$ cat config.mk
export PLATFORM = sky130hd
export DESIGN_NAME = playfair_digraph_encrypt_unit
export DESIGN_NICKNAME = d
export VERILOG_FILES = /design/src/design/pfe_pkg.sv /design/src/design/playfair_digraph_encrypt_unit.sv
export SDC_FILE = /design/constraint.sdc
export NUM_CORES = 1
export LEC_CHECK = 0
export ABC_AREA = 1
export BUFFER_PORTS_ARGS = -buffer_cell sky130_fd_sc_hd__buf_4
export CAP_MARGIN = 25
export CORE_AREA = 2 2 190 192
export CTS_CLUSTER_DIAMETER = 150
export DETAILED_ROUTE_END_ITERATION = 10
export DIE_AREA = 0 0 192 194
export MAX_ROUTING_LAYER = met4
export PLACE_DENSITY = 0.64
export SLEW_MARGIN = 20
export SYNTH_ARGS = -nofsm -noshare
export SYNTH_HDL_FRONTEND = slang
export SYNTH_SLANG_ARGS = --single-unit
$ cat constraint.sdc
create_clock -name clk -period 6.4 [get_ports clk]
set_input_delay 1.6 -clock clk [delete_from_list [all_inputs] [get_ports clk]]
set_output_delay 1.6 -clock clk [all_outputs]
set_load 0.01 [all_outputs]
$ cat src/design/pfe_pkg.sv
// Package for the Playfair digraph encryptor: square geometry, letter codes,
// pair queue sizing, configuration register indexes and shared types.
// No dependencies.
package pfe_pkg;

    localparam int SIDE        = 5;
    localparam int CELLS       = SIDE * SIDE;
    localparam int LETTER_W    = 5;
    localparam int COORD_W     = 3;
    localparam int PART_CELLS  = 12;
    localparam int CFG_DATA_W  = PART_CELLS * LETTER_W;
    localparam int CFG_INDEX_W = 2;

    localparam int FIFO_DEPTH  = 4;
    localparam int FIFO_PTR_W  = $clog2(FIFO_DEPTH);
    localparam int FIFO_CNT_W  = $clog2(FIFO_DEPTH + 1);

    typedef logic [LETTER_W-1:0] letter_t;
    typedef logic [COORD_W-1:0]  coord_t;

    localparam letter_t PAD_LETTER = letter_t'(23);
    localparam letter_t CODE_I     = letter_t'(8);
    localparam letter_t CODE_J     = letter_t'(9);

    typedef enum logic [CFG_INDEX_W-1:0] {
        CFG_SQUARE_A     = 2'd0,
        CFG_SQUARE_B     = 2'd1,
        CFG_SQUARE_FINAL = 2'd2
    } cfg_index_t;

    // key square, cell k = row*SIDE + col
    typedef logic [CELLS-1:0][LETTER_W-1:0] square_t;

    typedef struct packed {
        coord_t row;
        coord_t col;
    } pos_t;

    // plaintext pair waiting for encryption
    typedef struct packed {
        letter_t first;
        letter_t second;
        logic    last;
    } pair_t;

endpackage

$ cat src/design/playfair_digraph_encrypt_unit.sv
// Playfair digraph encryptor top level: pairing front end, pair queue,
// square lookup stage and cipher output register.
// Depends on pfe_pkg.
// A closed pair passes the queue, then the lookup and cipher output registers.
// Throughput: one letter per cycle in while in_ready is high, one pair per
// cycle out while out_ready is high; the two-stage lookup/cipher pipeline is
// the only pair path; the 4-entry queue takes both pairs of a final repeat.
// Reset (rst_n low, async): key square all zero (every cell is 'a'), no letter
// pending, queue and pipeline empty.
module playfair_digraph_encrypt_unit
    import pfe_pkg::*;
(
    input  logic                   clk,
    input  logic                   rst_n,

    // plaintext channel
    input  logic                   in_valid,
    output logic                   in_ready,
    input  logic [LETTER_W-1:0]    letter,
    input  logic                   end_of_message,

    // ciphertext channel, one beat per pair
    output logic                   out_valid,
    input  logic                   out_ready,
    output logic [LETTER_W-1:0]    cipher_first,
    output logic [LETTER_W-1:0]    cipher_second,
    output logic                   last_pair,

    // configuration write channel
    input  logic                   cfg_valid,
    output logic                   cfg_ready,
    input  logic [CFG_INDEX_W-1:0] cfg_index,
    input  logic [CFG_DATA_W-1:0]  cfg_data
);

    // ------------------------------------------------------------------
    // Key square registers
    // ------------------------------------------------------------------
    logic [CFG_DATA_W-1:0] square_a_reg, square_a_next;
    logic [CFG_DATA_W-1:0] square_b_reg, square_b_next;
    letter_t               square_final_reg, square_final_next;
    square_t               square;

    assign cfg_ready = 1'b1;

    always_comb
    begin
        square_a_next     = square_a_reg;
        square_b_next     = square_b_reg;
        square_final_next = square_final_reg;
        if (cfg_valid && cfg_ready)
        begin
            unique case (cfg_index)
                CFG_SQUARE_A:     square_a_next     = cfg_data;
                CFG_SQUARE_B:     square_b_next     = cfg_data;
                CFG_SQUARE_FINAL: square_final_next = cfg_data[LETTER_W-1:0];
                default:          ; // unknown index: write dropped
            endcase
        end
    end

    // flatten the three registers into row-major cells
    always_comb
    begin
        for (int k = 0; k < PART_CELLS; k++)
        begin
            square[k]              = square_a_reg[k*LETTER_W +: LETTER_W];
            square[k + PART_CELLS] = square_b_reg[k*LETTER_W +: LETTER_W];
        end
        square[CELLS-1] = square_final_reg;
    end

    // ------------------------------------------------------------------
    // Helpers
    // ------------------------------------------------------------------
    // First row-major cell holding code; failing that, its i/j partner;
    // failing that, the top-left corner.
    function automatic pos_t locate(letter_t code, square_t sq);
        logic [CELLS-1:0] hit;
        logic [CELLS-1:0] alt;
        logic [CELLS-1:0] sel;
        letter_t          partner;
        logic             has_partner;
        pos_t             pos;
        partner     = (code == CODE_I) ? CODE_J : CODE_I;
        has_partner = (code == CODE_I) || (code == CODE_J);
        for (int k = 0; k < CELLS; k++)
        begin
            hit[k] = (sq[k] == code);
            alt[k] = has_partner && (sq[k] == partner);
        end
        sel = (|hit) ? hit : alt;
        pos = '0;
        for (int k = CELLS - 1; k >= 0; k--)
        begin
            if (sel[k])
            begin
                pos.row = coord_t'(k / SIDE);
                pos.col = coord_t'(k % SIDE);
            end
        end
        return pos;
    endfunction

    function automatic coord_t wrap_inc(coord_t v);
        return (v == coord_t'(SIDE - 1)) ? '0 : v + coord_t'(1);
    endfunction

    function automatic logic [LETTER_W-1:0] cell_index(coord_t row, coord_t col);
        return LETTER_W'(row * SIDE + col);
    endfunction

    // ------------------------------------------------------------------
    // Pairing front end
    // ------------------------------------------------------------------
    logic    pend_valid_reg, pend_valid_next;
    letter_t pend_letter_reg, pend_letter_next;
    logic    in_fire;
    logic    push0, push1;
    pair_t   pair0, pair1;

    assign in_fire = in_valid && in_ready;

    always_comb
    begin
        pend_valid_next  = pend_valid_reg;
        pend_letter_next = pend_letter_reg;
        push0            = 1'b0;
        push1            = 1'b0;
        pair0            = '{first: pend_letter_reg, second: letter, last: end_of_message};
        pair1            = '{first: letter, second: PAD_LETTER, last: 1'b1};
        if (in_fire)
        begin
            priority if (!pend_valid_reg)
            begin
                // lone letter: pad it at end of message, else hold it
                if (end_of_message)
                begin
                    push0 = 1'b1;
                    pair0 = '{first: letter, second: PAD_LETTER, last: 1'b1};
                end
                else
                begin
                    pend_valid_next  = 1'b1;
                    pend_letter_next = letter;
                end
            end
            else if (pend_letter_reg != letter)
            begin
                push0           = 1'b1;
                pend_valid_next = 1'b0;
            end
            else
            begin
                // repeat: pad the held letter, the new one takes its place
                push0 = 1'b1;
                pair0 = '{first: pend_letter_reg, second: PAD_LETTER, last: 1'b0};
                if (end_of_message)
                begin
                    push1           = 1'b1;
                    pend_valid_next = 1'b0;
                end
                else
                begin
                    pend_letter_next = letter;
                end
            end
        end
    end

    // ------------------------------------------------------------------
    // Pair queue, room for two pushes guarantees no overflow
    // ------------------------------------------------------------------
    pair_t                 fifo_reg [FIFO_DEPTH];
    logic [FIFO_PTR_W-1:0] wr_ptr_reg, wr_ptr_next;
    logic [FIFO_PTR_W-1:0] rd_ptr_reg, rd_ptr_next;
    logic [FIFO_CNT_W-1:0] count_reg, count_next;
    logic                  pop;
    pair_t                 head;

    assign in_ready = (count_reg <= FIFO_CNT_W'(FIFO_DEPTH - 2));
    assign head     = fifo_reg[rd_ptr_reg];

    // ------------------------------------------------------------------
    // Lookup stage and output register
    // ------------------------------------------------------------------
    logic loc_valid_reg, loc_valid_next;
    pos_t loc_first_reg, loc_second_reg;
    logic loc_last_reg;
    logic loc_free;
    logic out_free;

    logic    out_valid_reg, out_valid_next;
    letter_t cipher_first_reg, cipher_second_reg;
    logic    last_pair_reg;

    assign out_free = !out_valid_reg || out_ready;
    assign loc_free = !loc_valid_reg || out_free;
    assign pop      = (count_reg != '0) && loc_free;

    assign wr_ptr_next    = wr_ptr_reg + FIFO_PTR_W'(push0) + FIFO_PTR_W'(push1);
    assign rd_ptr_next    = rd_ptr_reg + FIFO_PTR_W'(pop);
    assign count_next     = count_reg + FIFO_CNT_W'(push0) + FIFO_CNT_W'(push1)
                          - FIFO_CNT_W'(pop);
    assign loc_valid_next = loc_free ? pop : loc_valid_reg;
    assign out_valid_next = out_free ? loc_valid_reg : out_valid_reg;

    // cipher rules on registered coordinates
    logic                same_row, same_col;
    logic [LETTER_W-1:0] idx_first, idx_second;

    always_comb
    begin
        same_row = (loc_first_reg.row == loc_second_reg.row);
        same_col = (loc_first_reg.col == loc_second_reg.col);
        priority if (same_row)
        begin
            // also covers a pair of equal letters
            idx_first  = cell_index(loc_first_reg.row, wrap_inc(loc_first_reg.col));
            idx_second = cell_index(loc_second_reg.row, wrap_inc(loc_second_reg.col));
        end
        else if (same_col)
        begin
            idx_first  = cell_index(wrap_inc(loc_first_reg.row), loc_first_reg.col);
            idx_second = cell_index(wrap_inc(loc_second_reg.row), loc_second_reg.col);
        end
        else
        begin
            // rectangle corners: own row, partner's column
            idx_first  = cell_index(loc_first_reg.row, loc_second_reg.col);
            idx_second = cell_index(loc_second_reg.row, loc_first_reg.col);
        end
    end

    assign out_valid     = out_valid_reg;
    assign cipher_first  = cipher_first_reg;
    assign cipher_second = cipher_second_reg;
    assign last_pair     = last_pair_reg;

    // ------------------------------------------------------------------
    // Registers
    // ------------------------------------------------------------------
    always_ff @(posedge clk or negedge rst_n)
    begin
        if (!rst_n)
        begin
            square_a_reg     <= '0;
            square_b_reg     <= '0;
            square_final_reg <= '0;
            pend_valid_reg   <= 1'b0;
            pend_letter_reg  <= '0;
            wr_ptr_reg       <= '0;
            rd_ptr_reg       <= '0;
            count_reg        <= '0;
            loc_valid_reg    <= 1'b0;
            out_valid_reg    <= 1'b0;
        end
        else
        begin
            square_a_reg     <= square_a_next;
            square_b_reg     <= square_b_next;
            square_final_reg <= square_final_next;
            pend_valid_reg   <= pend_valid_next;
            pend_letter_reg  <= pend_letter_next;
            wr_ptr_reg       <= wr_ptr_next;
            rd_ptr_reg       <= rd_ptr_next;
            count_reg        <= count_next;
            loc_valid_reg    <= loc_valid_next;
            out_valid_reg    <= out_valid_next;
        end
    end

    // payload, no reset
    always_ff @(posedge clk)
    begin
        if (push0)
        begin
            fifo_reg[wr_ptr_reg] <= pair0;
        end
        if (push1)
        begin
            fifo_reg[wr_ptr_reg + FIFO_PTR_W'(1)] <= pair1;
        end
        if (pop)
        begin
            loc_first_reg  <= locate(head.first, square);
            loc_second_reg <= locate(head.second, square);
            loc_last_reg   <= head.last;
        end
        if (out_free && loc_valid_reg)
        begin
            cipher_first_reg  <= square[idx_first];
            cipher_second_reg <= square[idx_second];
            last_pair_reg     <= loc_last_reg;
        end
    end

    // ------------------------------------------------------------------
    // Assertions
    // ------------------------------------------------------------------
    a_queue_bound: assert property (@(posedge clk) disable iff (!rst_n)
        count_reg <= FIFO_CNT_W'(FIFO_DEPTH))
        else $error("pair queue overfilled");

    a_eom_clears_pending: assert property (@(posedge clk) disable iff (!rst_n)
        (in_fire && end_of_message) |=> !pend_valid_reg)
        else $error("letter still pending after end of message");

    a_double_push: assert property (@(posedge clk) disable iff (!rst_n)
        push1 |-> (pend_valid_reg && end_of_message && (pend_letter_reg == letter)))
        else $error("second pair pushed outside repeat at end of message");

    a_pop_nonempty: assert property (@(posedge clk) disable iff (!rst_n)
        (count_reg == '0) |=> (loc_valid_reg == 1'b0 || $stable(loc_first_reg)))
        else $error("lookup stage loaded from empty queue");

endmodule

### After elaboration in Yosys (flattened, before gate mapping)

Memory sizes are Yosys's and may differ from the RTL's.
Cells that the tools add are included.

* memories: 1
* flip-flop bits (word level): 164
* bits in writable memories: 44
* bits of input ports: 73

* reduce and logical (&&, ||, !) cells: 77
* eq/ne operators: 114
* multiply operators: 4
* add/sub/neg operators: 17
* magnitude comparators: 3
* muxes and demuxes: 84

Memories
* fifo_reg: words 4, bits a word 11, read ports 1, clocked after Yosys merged registers in 0, write ports 2, RTL line playfair_digraph_encrypt_unit.sv:174 `pair_t fifo_reg [FIFO_DEPTH];`

Operator list (count)
* $eq 5x4->1: 50
* $eq 5x5->1: 50
* $mux 5: 29
* $mux 6: 11
* $logic_and 1x1->1: 53
* $bmux 5 s5: 2
* $mux 25: 2
* $reduce_or 25->1: 2
* $mux 4: 10
* $reduce_or 20->1: 2
* $mux 11: 3
* $add 5x3->5: 6
* $eq 5x4->1 const B: 4
* $mul 3x3->5 const B: 4
* $reduce_or 10->1: 2
* $mux 3: 6
* $mux 1: 17
* $add 3x1->3 const B: 4
* $eq 3x3->1 const B: 4
* $lt 5x6->1 const B: 2
* $reduce_or 5->1: 2
* $mux 2: 4
* $reduce_and 2->1: 4
* $reduce_or 4->1: 2
* 15 further kinds: 24

### Depth between registers and ports, before layout

An unclocked memory read counts as a cell.

* depth after elaboration: 30
* mapped depth: 36
* mapped depth without buffers: 34

### Worst setup path before layout

OpenSTA, ideal clock, no wires.

* path kind: input-to-reg
* start point: in letter[3]
* end point: reg count_reg[2]
* buffers on the path: 0
* slack: 2.277 ns
* arrival time: 4.000 ns
* cell stages on the path: 12
* cell sequence: xor2_1 or2_2 nor4_1 and3_1 inv_1 nor2_1 inv_1 ha_1 inv_1 fa_1 fa_1 xnor2_1

* word-level cells in the longest chain between the ends: 6

Ends and longest elaborated chain
* from (decl): RTL line playfair_digraph_encrypt_unit.sv:19 `input logic [LETTER_W-1:0] letter,`
* $ne 5x5->1: RTL line playfair_digraph_encrypt_unit.sv:148 `else if (pend_letter_reg != letter)`
* $mux 1: RTL line playfair_digraph_encrypt_unit.sv:148
* $mux 1: RTL line playfair_digraph_encrypt_unit.sv:134 `priority if (!pend_valid_reg)`
* $mux 1: RTL line playfair_digraph_encrypt_unit.sv:132 `if (in_fire)`
* $add 3x1->3: RTL line playfair_digraph_encrypt_unit.sv:203 `assign count_next = count_reg + FIFO_CNT_W'(push0) + FIFO_CNT_W'(push1)`
* $sub 3x1->3: RTL line playfair_digraph_encrypt_unit.sv:204 `- FIFO_CNT_W'(pop);`
* net count_next[2]: RTL line playfair_digraph_encrypt_unit.sv:177 `logic [FIFO_CNT_W-1:0] count_reg, count_next;`
* to (signal assigned): RTL line playfair_digraph_encrypt_unit.sv:267 `count_reg <= count_next;`
* to (decl): RTL line playfair_digraph_encrypt_unit.sv:177

The timed path passes the listed nets, and every way through them passes these cells.
A chain may end at the register's enable or synchronous reset.

### Final worst setup path

* start point: reg rd_ptr_reg[0]
* end point: reg loc_first_reg[4] (netlist name) (data pin)

* word-level cells in the longest chain between the ends: 20
* elaborated cells on any way between the ends: 95
* those cells by class: 51 x eq/ne; 16 x mux; 27 x reduce/logical; 1 x memory

Ends and longest elaborated chain
* from (decl): RTL line playfair_digraph_encrypt_unit.sv:176 `logic [FIFO_PTR_W-1:0] rd_ptr_reg, rd_ptr_next;`
* from (signal assigned): RTL line playfair_digraph_encrypt_unit.sv:266 `rd_ptr_reg <= rd_ptr_next;`
* $mem_v2 4x11 *
* $eq 5x4->1: RTL line playfair_digraph_encrypt_unit.sv:85, playfair_digraph_encrypt_unit.sv:86
* $mux 1: RTL line playfair_digraph_encrypt_unit.sv:85 `partner = (code == CODE_I) ? CODE_J : CODE_I;`
* $eq 5x4->1: RTL line playfair_digraph_encrypt_unit.sv:90 `alt[k] = has_partner && (sq[k] == partner);`
* $logic_and 1x1->1: RTL line playfair_digraph_encrypt_unit.sv:90
* $mux 25 *: RTL line playfair_digraph_encrypt_unit.sv:92 `sel = (|hit) ? hit : alt;`
* $mux 6 (4 in a row): RTL line playfair_digraph_encrypt_unit.sv:96 `if (sel[k])`
* $mux 5 (10 in a row): RTL line playfair_digraph_encrypt_unit.sv:96
* to (signal assigned): RTL line playfair_digraph_encrypt_unit.sv:286 `loc_first_reg <= locate(head.first, square);`
* to (decl): RTL line playfair_digraph_encrypt_unit.sv:188 `pos_t loc_first_reg, loc_second_reg;`

Mark *: on every way between the ends. The rest lies on a longest branch, timed or not.

==> impl_metrics.csv <==
group,metric,value,unit
outcome,status,"complete, no violations",
critical_path,critPathKind,"flip-flop to flip-flop",
global_routing,use_met1,0.549,
cts,cts_buffer_depth,3,
logic_synthesis,synth_edf_count,44,
cts,cts_buffers,23,
global_routing,grt_pass1_wl,113000,um
logic_synthesis,yosysWarningCount,0,
global_routing,antenna_found_initial,0,
cts,cts_resized,0,
global_routing,met2_usage,0.598,
layout,syn2layout_area_growth,9.20,%
global_routing,grt_overflow,0,
critical_path,crit_path_max_fanout,26,
logic_synthesis,synth_top_family_by_area,"simple AND/OR/NAND/NOR gates",
timing,tightestPinTransition,1.12,ns
cts,clock_latency,0.56,ns
detailed_routing,drc,0,
logic_synthesis,synth_xor_area_frac,0.0771,
detailed_routing,wire_per_inst,24.8,um
die,num_rows,69,
logic_synthesis,synth-simple-area-share,0.305,
placed_design,dp_hpwl,57900,um
layout,fillerInstances,3523,
cts,cts.sinks,208,
logic_synthesis,syn-mean-instance-area,6.66,sq um
timing,final.min_clock_period,5.80,ns
critical_path,endpoint_kind,"flip-flop",
cts,cts_setup_buffers,0,
global_routing,track_usage,0.424,
layout,nNetsFinal,2742,
cts,htree_levels,1,
detailed_routing,vias,18900,
timing,fin_skew,0.0118,ns
timing,max-slew-margin-rel,0.248,
placed_design,io_buffers,85,
run,maxCapViolCount,0,
timing,min_period_over_period,0.906,
critical_path,worstPathCellList,"inv_2, nand2_1, nand3_2, nand2_2, inv_1, nand2_1, nand2_1, nand3_1, nor2_1, nor2_1, nand3_1, nor2_2, nand2_4, nor2_8, inv_2, o21ai_0, nor2_1, nand2_1, nor2_1, a21oi_1",
worst_hold_path,min_path_type,"flip-flop to flip-flop",
die,die_h,194,um
die,die_w,192,um
critical_path,cp-start-kind,"flip-flop",
global_routing,grt_max_degree,121,
logic_synthesis,netlist-cell-type-count,58,
cts,tritoncts,"built",
logic_synthesis,synthAdderAreaFrac,0.0414,
timing,finalSetupViolations,0,
logic_synthesis,synth_fp_nets,2730,
detailed_routing,dr.pass1.iters,6,
global_routing,grt_busiest_layer,"met2",
global_routing,met3_usage,0.0831,
logic_synthesis,ys_seq_area_frac,0.306,
detailed_routing,postRouteAntennaNets,0,
timing,maxSlewViolCount,0,
cts,cts.clk_slew.worst_paths,0.06,ns
logic_synthesis,ys_seq_elements,208,
logic_synthesis,syn_inst,2605,
die,core_area,0.0352,sq mm
cts,hold_buffers,0,
timing,hold_viol,0,
critical_path,critPathSlowestCell,"dfrtp_1",
detailed_routing,drtIter0Drc,2534,
logic_synthesis,synthFlopType,"dfrtp_1",
critical_path,arrival,6.08,ns
layout,drive_gt1_frac,0.0817,
detailed_routing,viasPerCell,6.12,
die,pin_count,87,
cts,root_buffer,"clkbuf_16",
logic_synthesis,synthMuxAreaShare,0.00115,
logic_synthesis,netlist_area,0.0173,sq mm
critical_path,critPathRequiredTime,6.68,ns
logic_synthesis,synth_compound_area_frac,0.171,
layout,antenna_cells,0,
timing,fin_setup_tns,0,ns
die,initial_core_util,0.493,
placed_design,place.gp.congestion,1.15,
detailed_routing,totalWireLength,76900,um
timing,fmax,173,MHz
critical_path,critPathMaxStageDelay,0.79,ns
die,die_area,0.0372,sq mm
logic_synthesis,async_reset_ff_frac,0.673,
global_routing,grt_pass1_vias,17800,
timing,rsz0062_at_grt,"no",
==> worst max-delay path, delay by kind of cell, from the launching register on <==
family	cells	cell delay, ns
buffers and inverters	3	0.89
DFF	1	0.79
AOI/OAI and AO/OA	2	1.08
and+or+nand+nor	15	2.74
==> cell usage after synthesis, drive strengths merged, types with 9 or more instances <==
| master | n | area, sq um |
|---|---|---|
| o221ai | 29 | 254 |
| xnor2 | 21 | 184 |
| nand3 | 192 | 1060 |
| fa | 9 | 180 |
| ha | 43 | 538 |
| dfxtp | 24 | 480 |
| nor3 | 13 | 70.1 |
| nand4 | 22 | 138 |
| xor2 | 130 | 1150 |
| a31oi | 17 | 106 |
| nand2 | 683 | 2620 |
| dfrtp | 140 | 3500 |
| nor4 | 22 | 144 |
| nor2 | 298 | 1150 |
| o21ai | 323 | 1620 |
| edfxtp | 44 | 1320 |
| a21oi | 77 | 385 |
| o22ai | 56 | 357 |
| clkbuf | 76 | 285 |
| inv | 288 | 1080 |
| buf | 47 | 332 |
==> cell type report <==
| class | instances | area, sq um | area share |
|---|---|---|---|
| Multi-Input combinational cell | 1984 | 10400 | 0.548 |
| Sequential cell | 208 | 5310 | 0.280 |
| Inverter | 290 | 1090 | 0.0575 |
| Timing Repair Buffer | 110 | 833 | 0.0440 |
| Clock buffer | 28 | 614 | 0.0324 |
| Tap cell | 461 | 577 | 0.0304 |
| Clock inverter | 13 | 146 | 0.00773 |
==> cell families after synthesis <==
| logic type | count (synthesis) |
|---|---|
| adders and majority gates | 52 |
| buffers and inverters | 413 |
| DFF | 208 |
| AOI/OAI and AO/OA | 533 |
| other | 1 |
| xor gates and xnor gates | 151 |
| muxes | 2 |
| and+or+nand+nor | 1245 |
==> final timing paths <==
kind | from | end | slack [ns] | cells after the start
worst max-delay path | rd_ptr_reg[0] | loc_first_reg[4] | 0.60 | 20
worst min-delay path | loc_last_reg | last_pair | 0.45 | 0
worst max register to register | rd_ptr_reg[0] | loc_first_reg[4] | 0.60 | 20
worst min register to register | loc_last_reg | last_pair | 0.45 | 0
max in group asynchronous | rst_n | square_b_reg[29] | 4.10 | 2
min in group asynchronous | rst_n | square_a_reg[35] | 1.11 | 1
==> through the flow <==
stage / util / std cells / instance area [sq um] / setup WS, ns / hold WS, ns
after floorplan: - / 2605 / 17300 / 2.28 / 0.400
after global placement: 0.516 / 3053 / 18200 / 0.968 / 0.407
after detailed placement: 0.516 / 3053 / 18200 / 0.860 / 0.442
after CTS: 0.538 / 3094 / 18900 / 0.835 / 0.457
after global routing: 0.538 / 3094 / 18900 / 0.299 / 0.452
final: 0.538 / 3094 / 18900 / 0.603 / 0.452
==> routing by layer <==
metal / up-vias / wire length [um]
met1: 8705 / 29800
met3: 365 / 8580
met2: 1297 / 31700
met5: - / 0
met4: 0 / 6840
li1: 8559 / -
==> cell usage in the layout (no fill, tap or decap), types with 29 or more instances in the layout <==
cell type,n
a21oi_1,77
buf_4,108
dfrtp_1,140
edfxtp_1,44
ha_1,43
inv_1,279
nand2_1,667
nand3_1,176
nor2_1,292
o21ai_0,310
o221ai_1,29
o22ai_1,55
xor2_1,128
Power is left out: the tool's default activity adds up to more than one toggle a clock period on the data nets, which glitch-free logic cannot reach.
